File: src/hw/rtl/vpcf_pkg.sv
package vpcf_pkg;

	localparam int MAT_W     = 16;
	localparam int ROW_W     = 3 * MAT_W;
	localparam int VEC_W     = 32;
	localparam int TS_W      = 24;
	localparam int BW_W      = 17;
	localparam int GR_W      = 20;
	localparam int CFG_W     = 24;
	localparam int CFG_IDX_W = 2;

	localparam int MA_W   = 33;
	localparam int MB_W   = 25;
	localparam int PROD_W = MA_W + MB_W;
	localparam int ACC_W  = 62;
	localparam int S10_W  = 38;
	localparam int SPLIT  = 19;
	localparam int SUM_W  = 44;
	localparam int GR_SH  = 14;

	localparam logic [CFG_IDX_W-1:0] REG_TIME_STEP = CFG_IDX_W'(0);
	localparam logic [CFG_IDX_W-1:0] REG_BLEND     = CFG_IDX_W'(1);
	localparam logic [CFG_IDX_W-1:0] REG_GRAVITY   = CFG_IDX_W'(2);

	localparam logic [TS_W-1:0] TS_RESET = TS_W'(41943);
	localparam logic [BW_W-1:0] BW_RESET = BW_W'(6554);
	localparam logic [GR_W-1:0] GR_RESET = GR_W'(642253);
	localparam logic [BW_W-1:0] W_ONE    = BW_W'(65536);

	localparam logic signed [ACC_W-1:0] RND20 = ACC_W'(1) <<< 19;
	localparam logic signed [ACC_W-1:0] RND18 = ACC_W'(1) <<< 17;
	localparam logic signed [ACC_W-1:0] RND16 = ACC_W'(1) <<< 15;

	typedef enum logic [1:0] {
		ST_IDLE,
		ST_PRED,
		ST_CORR
	} state_t;

	typedef logic [3:0] step_t;
	typedef logic [1:0] axis_t;

	localparam axis_t AXIS_FIRST = axis_t'(0);
	localparam axis_t AXIS_LAST  = axis_t'(2);

	localparam step_t P_MUL0  = step_t'(0);
	localparam step_t P_MUL1  = step_t'(1);
	localparam step_t P_MUL2  = step_t'(2);
	localparam step_t P_SUM   = step_t'(3);
	localparam step_t P_SCALE = step_t'(4);
	localparam step_t P_S10   = step_t'(5);
	localparam step_t P_TSHI  = step_t'(6);
	localparam step_t P_TSLO  = step_t'(7);
	localparam step_t P_PROD  = step_t'(8);
	localparam step_t P_DELTA = step_t'(9);
	localparam step_t P_KEEP  = step_t'(10);

	localparam step_t C_MULK = step_t'(0);
	localparam step_t C_MULR = step_t'(1);
	localparam step_t C_SUM  = step_t'(2);
	localparam step_t C_OUT  = step_t'(3);

	typedef struct packed {
		logic item_ready;
		logic advance;
		logic step_last;
	} seq_ctl_t;

	function automatic logic signed [VEC_W-1:0] sat32(input logic signed [SUM_W-1:0] x);
		logic signed [VEC_W-1:0] r;
		if (x[SUM_W-1:VEC_W-1] == '0 || x[SUM_W-1:VEC_W-1] == '1) begin
			r = x[VEC_W-1:0];
		end else if (x[SUM_W-1]) begin
			r = {1'b1, {(VEC_W-1){1'b0}}};
		end else begin
			r = {1'b0, {(VEC_W-1){1'b1}}};
		end
		return r;
	endfunction

endpackage

File: src/hw/rtl/vpcf_if.sv
interface vpcf_item_if;
	logic                               valid;
	logic                               ready;
	logic                               func;
	logic        [vpcf_pkg::ROW_W-1:0]  rot_row0;
	logic        [vpcf_pkg::ROW_W-1:0]  rot_row1;
	logic        [vpcf_pkg::ROW_W-1:0]  rot_row2;
	logic signed [vpcf_pkg::VEC_W-1:0]  vec_x;
	logic signed [vpcf_pkg::VEC_W-1:0]  vec_y;
	logic signed [vpcf_pkg::VEC_W-1:0]  vec_z;

	modport source(output valid, func, rot_row0, rot_row1, rot_row2, vec_x, vec_y, vec_z,
		input ready);
	modport sink(input valid, func, rot_row0, rot_row1, rot_row2, vec_x, vec_y, vec_z,
		output ready);
endinterface

interface vpcf_result_if;
	logic                               valid;
	logic                               ready;
	logic signed [vpcf_pkg::VEC_W-1:0]  vel_x;
	logic signed [vpcf_pkg::VEC_W-1:0]  vel_y;
	logic signed [vpcf_pkg::VEC_W-1:0]  vel_z;

	modport source(output valid, vel_x, vel_y, vel_z, input ready);
	modport sink(input valid, vel_x, vel_y, vel_z, output ready);
endinterface

File: src/hw/rtl/velocity_predict_correct_filter_core.sv
// Predict item: 3 axes x 11 steps, no result.
// Correct item: result valid after its 3 axes x 4 steps, plus any wait
// for the output register to empty at the start of the item.
// A new item is taken only while idle, once the previous item's sequence has ended, as set
// by the single 33x25 multiplier and accumulator shared by all steps of the sequencer.
// Reset (arst_n low, async): idle, output empty, kept velocity zero, registers to defaults.
module velocity_predict_correct_filter_core (
	input  logic                                  clk,
	input  logic                                  arst_n,
	vpcf_item_if.sink                             item_ch,
	vpcf_result_if.source                         result_ch,
	input  logic                                  cfg_we,
	input  logic [vpcf_pkg::CFG_IDX_W-1:0]        cfg_idx,
	input  logic [vpcf_pkg::CFG_W-1:0]            cfg_data
);

	vpcf_pkg::state_t state_q, state_d;
	vpcf_pkg::step_t  step_q;
	vpcf_pkg::axis_t  axis_q;
	vpcf_pkg::seq_ctl_t ctl;

	logic [vpcf_pkg::TS_W-1:0] ts_q;
	logic [vpcf_pkg::BW_W-1:0] bw_q;
	logic [vpcf_pkg::GR_W-1:0] gr_q;

	logic signed [vpcf_pkg::VEC_W-1:0] kept_q [3];
	logic        [vpcf_pkg::ROW_W-1:0] rot_q  [3];
	logic signed [vpcf_pkg::VEC_W-1:0] vec_q  [3];
	logic signed [vpcf_pkg::VEC_W-1:0] vel_q  [3];
	logic                              out_valid_q;

	logic signed [vpcf_pkg::PROD_W-1:0] p_q;
	logic signed [vpcf_pkg::ACC_W-1:0]  acc_q;
	logic signed [vpcf_pkg::S10_W-1:0]  s10_q;

	logic signed [vpcf_pkg::MA_W-1:0]   mul_a;
	logic signed [vpcf_pkg::MB_W-1:0]   mul_b;
	logic signed [vpcf_pkg::PROD_W-1:0] prod;
	logic        [vpcf_pkg::BW_W-1:0]   w;
	logic        [1:0]                  col;
	logic                               neg;
	logic signed [vpcf_pkg::ACC_W-1:0]  pterm;
	logic signed [vpcf_pkg::ACC_W-1:0]  pterm_s;
	logic signed [vpcf_pkg::ACC_W-1:0]  grav_term;
	logic                               item_xfer;
	logic                               result_xfer;

	assign item_xfer   = item_ch.valid && item_ch.ready;
	assign result_xfer = result_ch.valid && result_ch.ready;

	assign w         = (bw_q > vpcf_pkg::W_ONE) ? vpcf_pkg::W_ONE : bw_q;
	assign col       = step_q[1:0];
	assign neg       = (axis_q == vpcf_pkg::AXIS_LAST);
	assign pterm     = vpcf_pkg::ACC_W'(p_q);
	assign pterm_s   = neg ? -pterm : pterm;
	assign grav_term = {{(vpcf_pkg::ACC_W-vpcf_pkg::GR_W-vpcf_pkg::GR_SH){1'b0}}, gr_q,
		{vpcf_pkg::GR_SH{1'b0}}};

	// sequencer control
	always_comb begin
		ctl = '0;
		case (state_q)
			vpcf_pkg::ST_IDLE: begin
				ctl.item_ready = 1'b1;
			end
			vpcf_pkg::ST_PRED: begin
				ctl.advance   = 1'b1;
				ctl.step_last = (step_q == vpcf_pkg::P_KEEP);
			end
			vpcf_pkg::ST_CORR: begin
				ctl.advance   = !(out_valid_q && step_q == vpcf_pkg::C_MULK &&
					axis_q == vpcf_pkg::AXIS_FIRST);
				ctl.step_last = (step_q == vpcf_pkg::C_OUT);
			end
			default: begin
				ctl = '0;
			end
		endcase
	end

	always_comb begin
		state_d = state_q;
		case (state_q)
			vpcf_pkg::ST_IDLE: begin
				if (item_xfer) begin
					state_d = item_ch.func ? vpcf_pkg::ST_CORR : vpcf_pkg::ST_PRED;
				end
			end
			vpcf_pkg::ST_PRED, vpcf_pkg::ST_CORR: begin
				if (ctl.advance && ctl.step_last && axis_q == vpcf_pkg::AXIS_LAST) begin
					state_d = vpcf_pkg::ST_IDLE;
				end
			end
			default: begin
				state_d = vpcf_pkg::ST_IDLE;
			end
		endcase
	end

	always_ff @(posedge clk or negedge arst_n) begin
		if (!arst_n) begin
			state_q <= vpcf_pkg::ST_IDLE;
			step_q  <= '0;
			axis_q  <= vpcf_pkg::AXIS_FIRST;
		end else begin
			state_q <= state_d;
			if (item_xfer) begin
				step_q <= '0;
				axis_q <= vpcf_pkg::AXIS_FIRST;
			end else if (ctl.advance) begin
				if (ctl.step_last) begin
					step_q <= '0;
					axis_q <= axis_q + 2'd1;
				end else begin
					step_q <= step_q + 4'd1;
				end
			end
		end
	end

	// shared multiplier operand select
	always_comb begin
		mul_a = '0;
		mul_b = '0;
		if (state_q == vpcf_pkg::ST_PRED) begin
			case (step_q)
				vpcf_pkg::P_MUL0, vpcf_pkg::P_MUL1, vpcf_pkg::P_MUL2: begin
					mul_a = vpcf_pkg::MA_W'(vec_q[col]);
					mul_b = vpcf_pkg::MB_W'($signed(
						rot_q[axis_q][{col, 4'b0000} +: vpcf_pkg::MAT_W]));
				end
				vpcf_pkg::P_TSHI: begin
					mul_a = vpcf_pkg::MA_W'($signed(s10_q[vpcf_pkg::S10_W-1:vpcf_pkg::SPLIT]));
					mul_b = $signed({1'b0, ts_q});
				end
				vpcf_pkg::P_TSLO: begin
					mul_a = vpcf_pkg::MA_W'(s10_q[vpcf_pkg::SPLIT-1:0]);
					mul_b = $signed({1'b0, ts_q});
				end
				default: begin
					mul_a = '0;
					mul_b = '0;
				end
			endcase
		end else if (state_q == vpcf_pkg::ST_CORR) begin
			case (step_q)
				vpcf_pkg::C_MULK: begin
					mul_a = vpcf_pkg::MA_W'(kept_q[axis_q]);
					mul_b = vpcf_pkg::MB_W'(w);
				end
				vpcf_pkg::C_MULR: begin
					mul_a = vpcf_pkg::MA_W'(vec_q[axis_q]);
					mul_b = vpcf_pkg::MB_W'(vpcf_pkg::W_ONE - w);
				end
				default: begin
					mul_a = '0;
					mul_b = '0;
				end
			endcase
		end
	end

	assign prod = mul_a * mul_b;

	// datapath
	always_ff @(posedge clk) begin
		if (item_xfer) begin
			rot_q[0] <= item_ch.rot_row0;
			rot_q[1] <= item_ch.rot_row1;
			rot_q[2] <= item_ch.rot_row2;
			vec_q[0] <= item_ch.vec_x;
			vec_q[1] <= item_ch.vec_y;
			vec_q[2] <= item_ch.vec_z;
		end
		if (ctl.advance && state_q == vpcf_pkg::ST_PRED) begin
			case (step_q)
				vpcf_pkg::P_MUL0: begin
					p_q <= prod;
				end
				vpcf_pkg::P_MUL1: begin
					p_q   <= prod;
					acc_q <= pterm_s;
				end
				vpcf_pkg::P_MUL2: begin
					p_q   <= prod;
					acc_q <= acc_q + pterm_s;
				end
				vpcf_pkg::P_SUM: begin
					acc_q <= acc_q + pterm_s + (neg ? grav_term : '0);
				end
				vpcf_pkg::P_SCALE: begin
					acc_q <= (acc_q <<< 6) + (acc_q <<< 5) + (acc_q <<< 2);
				end
				vpcf_pkg::P_S10: begin
					s10_q <= vpcf_pkg::S10_W'((acc_q + vpcf_pkg::RND20) >>> 20);
				end
				vpcf_pkg::P_TSHI: begin
					p_q <= prod;
				end
				vpcf_pkg::P_TSLO: begin
					p_q   <= prod;
					acc_q <= pterm <<< vpcf_pkg::SPLIT;
				end
				vpcf_pkg::P_PROD: begin
					acc_q <= acc_q + pterm;
				end
				vpcf_pkg::P_DELTA: begin
					acc_q <= (acc_q + vpcf_pkg::RND18) >>> 18;
				end
				default: begin
				end
			endcase
		end
		if (ctl.advance && state_q == vpcf_pkg::ST_CORR) begin
			case (step_q)
				vpcf_pkg::C_MULK: begin
					p_q <= prod;
				end
				vpcf_pkg::C_MULR: begin
					p_q   <= prod;
					acc_q <= pterm;
				end
				vpcf_pkg::C_SUM: begin
					acc_q <= acc_q + pterm;
				end
				vpcf_pkg::C_OUT: begin
					vel_q[axis_q] <= vpcf_pkg::sat32(
						vpcf_pkg::SUM_W'((acc_q + vpcf_pkg::RND16) >>> 16));
				end
				default: begin
				end
			endcase
		end
	end

	// kept velocity, output valid, configuration
	always_ff @(posedge clk or negedge arst_n) begin
		if (!arst_n) begin
			kept_q[0]   <= '0;
			kept_q[1]   <= '0;
			kept_q[2]   <= '0;
			out_valid_q <= 1'b0;
			ts_q        <= vpcf_pkg::TS_RESET;
			bw_q        <= vpcf_pkg::BW_RESET;
			gr_q        <= vpcf_pkg::GR_RESET;
		end else begin
			if (ctl.advance && state_q == vpcf_pkg::ST_PRED && step_q == vpcf_pkg::P_KEEP) begin
				kept_q[axis_q] <= vpcf_pkg::sat32(vpcf_pkg::SUM_W'(acc_q) +
					vpcf_pkg::SUM_W'(kept_q[axis_q]));
			end
			if (ctl.advance && state_q == vpcf_pkg::ST_CORR && ctl.step_last &&
				axis_q == vpcf_pkg::AXIS_LAST) begin
				out_valid_q <= 1'b1;
			end else if (result_xfer) begin
				out_valid_q <= 1'b0;
			end
			if (cfg_we) begin
				case (cfg_idx)
					vpcf_pkg::REG_TIME_STEP: ts_q <= cfg_data[vpcf_pkg::TS_W-1:0];
					vpcf_pkg::REG_BLEND:     bw_q <= cfg_data[vpcf_pkg::BW_W-1:0];
					vpcf_pkg::REG_GRAVITY:   gr_q <= cfg_data[vpcf_pkg::GR_W-1:0];
					default: begin
					end
				endcase
			end
		end
	end

	assign item_ch.ready   = ctl.item_ready;
	assign result_ch.valid = out_valid_q;
	assign result_ch.vel_x = vel_q[0];
	assign result_ch.vel_y = vel_q[1];
	assign result_ch.vel_z = vel_q[2];

`ifndef SYNTH
	a_result_from_correct: assert property (@(posedge clk) disable iff (!arst_n)
		$rose(out_valid_q) |-> $past(state_q == vpcf_pkg::ST_CORR))
		else $error("result raised outside a correct item");

	a_no_overwrite: assert property (@(posedge clk) disable iff (!arst_n)
		(ctl.advance && state_q == vpcf_pkg::ST_CORR && step_q == vpcf_pkg::C_OUT)
		|-> !out_valid_q)
		else $error("output written while a result is pending");

	a_axis_range: assert property (@(posedge clk) disable iff (!arst_n)
		(state_q != vpcf_pkg::ST_IDLE) |-> (axis_q <= vpcf_pkg::AXIS_LAST))
		else $error("axis counter out of range");
`endif

endmodule

File: src/flat_wrapper.sv
// flat-port wrapper written by rule: the top's interface ports become plain ports
module velocity_predict_correct_filter_core_flat 
  (clk, arst_n, cfg_we, cfg_idx, cfg_data, item_ch_valid, item_ch_func, item_ch_rot_row0, item_ch_rot_row1, item_ch_rot_row2, item_ch_vec_x, item_ch_vec_y, item_ch_vec_z, item_ch_ready, result_ch_valid, result_ch_vel_x, result_ch_vel_y, result_ch_vel_z, result_ch_ready);
  vpcf_item_if item_ch_i ();
  vpcf_result_if result_ch_i ();
  input  logic clk;
  input  logic arst_n;
  input  logic cfg_we;
  input  logic [vpcf_pkg::CFG_IDX_W-1:0] cfg_idx;
  input  logic [vpcf_pkg::CFG_W-1:0] cfg_data;
  input wire logic [$bits(item_ch_i.valid)-1:0] item_ch_valid;
  input wire logic [$bits(item_ch_i.func)-1:0] item_ch_func;
  input wire logic [$bits(item_ch_i.rot_row0)-1:0] item_ch_rot_row0;
  input wire logic [$bits(item_ch_i.rot_row1)-1:0] item_ch_rot_row1;
  input wire logic [$bits(item_ch_i.rot_row2)-1:0] item_ch_rot_row2;
  input wire logic [$bits(item_ch_i.vec_x)-1:0] item_ch_vec_x;
  input wire logic [$bits(item_ch_i.vec_y)-1:0] item_ch_vec_y;
  input wire logic [$bits(item_ch_i.vec_z)-1:0] item_ch_vec_z;
  output wire logic [$bits(item_ch_i.ready)-1:0] item_ch_ready;
  output wire logic [$bits(result_ch_i.valid)-1:0] result_ch_valid;
  output wire logic [$bits(result_ch_i.vel_x)-1:0] result_ch_vel_x;
  output wire logic [$bits(result_ch_i.vel_y)-1:0] result_ch_vel_y;
  output wire logic [$bits(result_ch_i.vel_z)-1:0] result_ch_vel_z;
  input wire logic [$bits(result_ch_i.ready)-1:0] result_ch_ready;
  assign item_ch_i.valid = item_ch_valid;
  assign item_ch_i.func = item_ch_func;
  assign item_ch_i.rot_row0 = item_ch_rot_row0;
  assign item_ch_i.rot_row1 = item_ch_rot_row1;
  assign item_ch_i.rot_row2 = item_ch_rot_row2;
  assign item_ch_i.vec_x = item_ch_vec_x;
  assign item_ch_i.vec_y = item_ch_vec_y;
  assign item_ch_i.vec_z = item_ch_vec_z;
  assign item_ch_ready = item_ch_i.ready;
  assign result_ch_valid = result_ch_i.valid;
  assign result_ch_vel_x = result_ch_i.vel_x;
  assign result_ch_vel_y = result_ch_i.vel_y;
  assign result_ch_vel_z = result_ch_i.vel_z;
  assign result_ch_i.ready = result_ch_ready;
  velocity_predict_correct_filter_core u_core (.clk(clk), .arst_n(arst_n), .item_ch(item_ch_i), .result_ch(result_ch_i), .cfg_we(cfg_we), .cfg_idx(cfg_idx), .cfg_data(cfg_data));
endmodule
File: config.mk
export PLATFORM = sky130hd
export DESIGN_NAME = velocity_predict_correct_filter_core_flat
export DESIGN_NICKNAME = d
export VERILOG_FILES = /design/src/hw/rtl/vpcf_pkg.sv /design/src/hw/rtl/vpcf_if.sv /design/src/hw/rtl/velocity_predict_correct_filter_core.sv /design/src/flat_wrapper.sv
export SDC_FILE = /design/constraint.sdc
export NUM_CORES = 2
export LEC_CHECK = 0
export BUFFER_PORTS_ARGS = -buffer_cell sky130_fd_sc_hd__buf_4
export CORE_ASPECT_RATIO = 0.75
export CORE_MARGIN = 2
export CORE_UTILIZATION = 40
export CTS_BUF_LIST = sky130_fd_sc_hd__clkbuf_8
export DETAILED_ROUTE_END_ITERATION = 6
export PLACE_DENSITY = 0.53
export SLEW_MARGIN = 40
export SYNTH_ARGS = -nofsm -noshare
export SYNTH_HDL_FRONTEND = slang
export SYNTH_SLANG_ARGS = --single-unit
File: constraint.sdc
create_clock -name clk -period 13.6 [get_ports clk]
set_clock_uncertainty 0.1 [all_clocks]
set_input_delay 2.04 -clock clk [delete_from_list [all_inputs] [get_ports clk]]
set_output_delay 2.04 -clock clk [all_outputs]
set_load 0.05 [all_outputs]
Yosys cells after proc, flatten, opt, wreduce, memory -nomap -nowiden:

Memories as Yosys holds them, arrays and structs flattened.
Index checks and enable logic that the tools add are counted.

* bits of input ports: 272
* memories kept: 3
* word-level logic and storage cells: 141
* register bits after elaboration: 324
* output and inout port bits: 98
* bits in writable memories: 336

* shift-type cells: 1
* reduce and logical (&&, ||, !) cells: 35
* equal/unequal tests: 19
* add/sub/neg operators: 14
* order comparisons: 3
* $mul: 1
* mux-type cells: 51
* bitwise logic cells: 1

Memory list
* u_core.rot_q: words 3, width 48, read ports 1, clocked after Yosys merged registers in 0, wr ports 3, line velocity_predict_correct_filter_core.sv:27 `logic [vpcf_pkg::ROW_W-1:0] rot_q [3];`
* u_core.vec_q: words 3, width 32, read ports 2, clocked after Yosys merged registers in 0, wr ports 3, line velocity_predict_correct_filter_core.sv:28 `logic signed [vpcf_pkg::VEC_W-1:0] vec_q [3];`
* u_core.vel_q: words 3, width 32, read ports 3, clocked after Yosys merged registers in 0, wr ports 1, line velocity_predict_correct_filter_core.sv:29 `logic signed [vpcf_pkg::VEC_W-1:0] vel_q [3];`

Operator list (number)
* $pmux W62 S7: 1
* $mux W32: 10
* $add A62 B62 Y62: 5
* $mux W58: 4
* $mux W62: 3
* $pmux W62 S2: 1
* $pmux W25 S2: 2
* $pmux W33 S3: 1
* $bwmux W96: 1
* $mux W33: 2
* $pmux W33 S2: 1
* $bmux W32 S2: 1
* $demux W32 S2: 1
* $add A62 B19 Y62 const B: 1
* $add A62 B58 Y62: 1
* $neg A58 Y62: 1
* $add A60 B17 Y60 const B: 1
* $add A58 B21 Y58 const B: 1
* $mul A33 B25 Y58: 1
* $mux W25: 2
* $shiftx A48 B7 Y16: 1
* $add A44 B32 Y44: 1
* $mux W34: 1
* $eq A13 B13 Y1 const B: 2
* other kinds (30): 79

Logic depth before layout (Yosys ltp):

* depth after elaboration: 12
* gate-level depth with buffers: 46
* gate-level depth less buffers: 42

Least setup slack after synthesis:

Ideal clock, no wire load.

* path type: register to register
* from: register u_core.bw_q[2] (netlist name)
* to: register u_core.p_q[56] (netlist name)
* data required time: 13372 ps
* slack: 2068 ps
* setup time: 128 ps
* buffers on the path: 3
* arrival time: 11305 ps
* period minus slack after synthesis: 11532 ps
* cell stages (with the launch flop): 44
* path through: dfrtp_1 -> or4_1 -> or4_1 -> or3_1 -> nor3_1 -> nand4bb_1 -> o21ai_1 -> buf_2 -> nand2_1 -> ha_1 -> o21a_1 -> o21ai_0 -> o31ai_1 -> nand2_1 -> o21ai_0 -> a221oi_1 -> a21o_1 -> clkbuf_1 -> (+8 left out) -> fa_1 -> fa_1 -> inv_1 -> fa_1 -> inv_1 -> ha_1 -> a21o_1 -> a21o_1 -> a21o_1 -> a221o_1 -> a221o_1 -> or3b_1 -> o22ai_1 -> o21ai_1 -> or4b_1 -> a31oi_1 -> xnor2_1 -> o21ai_1

* longest elaborated chain between the ends: 11

Ends and longest elaborated chain
* from (decl): line velocity_predict_correct_filter_core.sv:23 `logic [vpcf_pkg::BW_W-1:0] bw_q;`
* from (signal assigned): line velocity_predict_correct_filter_core.sv:244 `bw_q <= vpcf_pkg::BW_RESET;`
* from (signal assigned): line velocity_predict_correct_filter_core.sv:260 `vpcf_pkg::REG_BLEND: bw_q <= cfg_data[vpcf_pkg::BW_W-1:0];`
* $gt A17 B17 Y1: line velocity_predict_correct_filter_core.sv:51 `assign w = (bw_q > vpcf_pkg::W_ONE) ? vpcf_pkg::W_ONE : bw_q;`
* $mux W17 (*): line velocity_predict_correct_filter_core.sv:51
* $sub A17 B17 Y18: line velocity_predict_correct_filter_core.sv:153 `mul_b = vpcf_pkg::MB_W'(vpcf_pkg::W_ONE - w);`
* $pmux W25 S2 (*): line velocity_predict_correct_filter_core.sv:146 `case (step_q)`
* $mux W25 (*): line velocity_predict_correct_filter_core.sv:145 `end else if (state_q == vpcf_pkg::ST_CORR) begin`
* $mux W25 (*): line velocity_predict_correct_filter_core.sv:125 `if (state_q == vpcf_pkg::ST_PRED) begin`
* $mul A33 B25 Y58 (*): line velocity_predict_correct_filter_core.sv:163 `assign prod = mul_a * mul_b;`
* $mux W58: line velocity_predict_correct_filter_core.sv:176 `case (step_q)`
* $mux W58: line velocity_predict_correct_filter_core.sv:175 `if (ctl.advance && state_q == vpcf_pkg::ST_PRED) begin`
* $mux W58: line velocity_predict_correct_filter_core.sv:215 `case (step_q)`
* $mux W58 (*): line velocity_predict_correct_filter_core.sv:214 `if (ctl.advance && state_q == vpcf_pkg::ST_CORR) begin`
* to (signal assigned): line velocity_predict_correct_filter_core.sv:178 `p_q <= prod;`
* to (signal assigned): line velocity_predict_correct_filter_core.sv:181 `p_q <= prod;`
* to (signal assigned): line velocity_predict_correct_filter_core.sv:217 `p_q <= prod;`
* to (decl): line velocity_predict_correct_filter_core.sv:32 `logic signed [vpcf_pkg::PROD_W-1:0] p_q;`

Every way passes the cells marked *; elsewhere a longest branch is shown, timed or not.
A chain may end at the register's enable or synchronous reset.

Worst setup path in the final report:

Same ends and word-level chain as after synthesis.

==> results.py <==
metrics = {
    "placement": {
        "gpl.final_weighted_congestion": 1.06,
        "port-buffer-count": 369,
        "placement.cell_area_sq_um": 87700,
        "dp.final_hpwl_um": 290000,
    },
    "grt": {
        "groute.usage.overall_pct": 34.3,
        "first_pass_grt_wire_length_um": 511000,
        "via_count_of_the_first_global_routing_pass": 70100,
        "grt_max_degree": 91,
        "grt_antenna_before_repair": 25,
        "globalRouteOverflowTotal": 0,
    },
    "cts": {
        "clk_transition_reported_paths_ns": 0.07,
        "number_of_gates_resized_after_cts": 0,
        "clock_path_buffers": 3,
        "clock_tree.root_cell": "sky130_fd_sc_hd__clkbuf_8",
        "cts-buffers-inserted": 119,
        "post_cts_buffers": 0,
        "insertion_delay_ns": 0.93,
        "cts_hold_buffers": 0,
        "h-tree-depth": 3,
        "sink_count_of_the_clock_tree": 660,
        "tritoncts_clock_tree": "built",
    },
    "yosys": {
        "synthFlopType": "sky130_fd_sc_hd__edfxtp_1",
        "ys_types": 102,
        "synth_async_sr_flop_share_pct": 25.2,
        "total_number_of_yosys_warnings": 0,
        "synth_fp_nets": 10800,
        "yosysSeqAreaShare_pct": 22.0,
        "synth_top_cell_by_area": "sky130_fd_sc_hd__fa_1",
        "most_instantiated_library_cell_after_synthesis": "sky130_fd_sc_hd__inv_1",
        "avgSynthCellArea_sq_um": 8.87,
        "ys_seq_elements": 660,
        "synth.cell_area_sq_um": 80800,
        "synth_edf_count": 374,
        "ys_top_cells_by_count": "sky130_fd_sc_hd__inv_1, sky130_fd_sc_hd__nand2_1, sky130_fd_sc_hd__fa_1",
        "synthDominantCellAreaShare_pct": 23.4,
        "synth_top_area_cells": "sky130_fd_sc_hd__fa_1, sky130_fd_sc_hd__edfxtp_1, sky130_fd_sc_hd__ha_1, sky130_fd_sc_hd__inv_1, sky130_fd_sc_hd__nand2_1",
        "postSynthCellCount": 9112,
    },
    "timing": {
        "setup-violations-final": 0,
        "setup_tns_final_ns": 0,
        "tightest_pin_transition_ns": 0.989,
        "rsz0062_at_grt": "no",
        "achievable-frequency_mhz": 78.1,
        "timing_hold_violations_final": 0,
        "maxSlewViolCount": 0,
        "worst_case_headroom_to_the_max_slew_limit_pct": 33.7,
        "finalCritPeriodShare_pct": 94.1,
        "finalCriticalPeriod_ns": 12.80,
    },
    "final_layout": {
        "fraction_of_final_layout_cells_sized_beyond_drive_strength_1_pct": 11.2,
        "layout.core_utilization_pct": 45.1,
        "regArea_sq_um": 17800,
        "num-nets-final": 11100,
        "area_growth_syn_to_layout_pct": 11.6,
        "final.fill_count": 19700,
        "multiInputGateArea_sq_um": 57100,
        "postLayoutCellArea_sq_um": 90200,
    },
    "detailed_routing": {
        "routed_wl_per_cell_um": 29.7,
        "wirelength_um": 360000,
        "drc": 0,
        "detail-route-antenna-nets": 0,
        "route.vias.total": 73400,
        "routed_vias_inst": 6.04,
        "first_iter_violations": 9561,
        "drt_pre_antenna_iters": 6,
    },
    "critical_path": {
        "critical_path_end_type": "flip-flop",
        "crit_arrival_ns": 13.43,
        "timing_worst_setup_path_type": "reg -> reg",
        "cpMostUsedCell": "sky130_fd_sc_hd__fa_1",
        "path_max_fanout": 17,
        "cp_slowest_cell": "sky130_fd_sc_hd__o211ai_1",
        "maximum_cell_stage_delay_along_the_critical_path_ns": 0.69,
        "critical_path_buf_inv_count": 6,
        "crit_path_start_kind": "flip-flop",
        "crit_required_ns": 14.23,
        "path_delay_family": "adder cells",
    },
    "power": {
        "worst_ir_drop_vdd_mv": 0.272,
        "power.static_leakage_nw": 40.0,
        "power_density_normalized_to_cell_area_nw_per_um2": 297,
        "power.total_mw": 26.8,
    },
    "outcome": {
        "result_of_the_run": "finished clean",
    },
    "flow_run": {
        "cap_violations": 0,
    },
    "floorplanning": {
        "chipWidth_um": 523,
        "die_area_sq_um": 206000,
        "floorplan.die.height_um": 393,
        "row_count": 142,
        "initial_utilization_pct": 40.4,
        "core_sq_um": 200000,
        "floorplan.io_pins": 370,
    },
    "hold_path": {
        "hold_class": "reg -> reg",
    },
}
==> final timing paths <==
kind	start	end	slack [ns]	cells past startpoint
max in group asynchronous	arst_n	u_core.ts_q[21]	10.59	3
hold / removal	u_core.kept_q[31]	u_core.kept_q[31]	0.38	2
hold reg to reg	u_core.kept_q[31]	u_core.kept_q[31]	0.38	2
min in group asynchronous	arst_n	u_core.kept_q[29]	1.03	1
setup reg to reg	u_core.bw_q[2]	u_core.p_q[56]	0.80	42
setup / recovery	u_core.bw_q[2]	u_core.p_q[56]	0.80	42
==> placed cells by master, fill, tap and decap left out, drive strengths merged, types with 36 or more instances in the layout <==
master / instances
dfxtp: 120
o22ai: 79
nand4: 107
nor2b: 71
o21ai: 535
a21o: 171
a31oi: 49
a221oi: 77
xor2: 134
clkbuf: 122
ha: 489
nor3: 90
edfxtp: 374
o211ai: 48
a22oi: 100
nor2: 748
clkinv: 51
and3: 49
fa: 945
o221ai: 39
a21oi: 529
a211oi: 71
mux2: 73
nand2: 947
a22o: 36
nand2b: 70
nand3: 145
mux2i: 190
nor4: 40
o31ai: 64
dfrtp: 138
buf: 650
xnor2: 333
o21bai: 57
and2: 77
inv: 1227
o21a: 41
==> registers in the layout, indices dropped and copies added, names as in the netlist, 24 cells and up <==
| signal | count |
|---|---|
| u_core.vel_q | 96 |
| u_core.s10_q | 38 |
| u_core.vec_q | 96 |
| u_core.acc_q | 62 |
| u_core.rot_q | 144 |
| u_core.ts_q | 24 |
| u_core.p_q | 58 |
| u_core.kept_q | 96 |
==> worst reg2reg max path, delay by kind of cell (launching register included) <==
family	cells	cell delay, ns
AO/OA/AOI/OAI	16	3.78
buffers and inverters	6	0.76
AND/OR/NAND/NOR	10	3.07
flip-flops	1	0.42
adder cells (fa/ha/maj)	9	4.33
XOR/XNOR	1	0.14
==> power by group <==
group	internal, mW	total, mW	switching, mW
Clock	1.01	2.01	1.01
Combinational	7.08	21.6	14.5
Sequential	2.61	3.16	0.552
==> routing by layer <==
metal / part of all wire (%) / global-route usage [%] / wire length [um]
met5: 0.040 / 0 / 143
met3: 13 / 12.0 / 47900
met4: 3.7 / 10.8 / 13500
met2: 38 / 44.6 / 137000
met1: 45 / 51.9 / 161000
==> final cells by class <==
cell class                      count  area share [%]
Tap cell                         2664            3.69
Clock buffer                      122            1.86
Antenna cell                       12          0.0333
Clock inverter                    101           0.851
Inverter                         1188            4.94
Multi-Input combinational cell   6745            63.3
Timing Repair Buffer              650            5.54
Sequential cell                   660            19.8
==> cells by family after synthesis <==
family,count (synthesis),synth area share (%)
compound gates,2116,16.9
mux,264,3.40
fa+ha+maj,1434,31.0
simple gates,2464,13.7
xor+xnor,467,5.06
buf+inv,1707,7.98
flops,660,22.0
==> metrics by stage <==
step	hold WS [ns]	std cells	setup WS [ns]
after floorplan	0.349	9112	2.07
after global placement	0.363	11900	1.17
after detailed placement	0.372	11900	1.07
after CTS	0.386	12100	0.972
after global routing	0.406	12100	0.0386
final	0.383	12100	0.798
(Power assumes the default switching activity.)
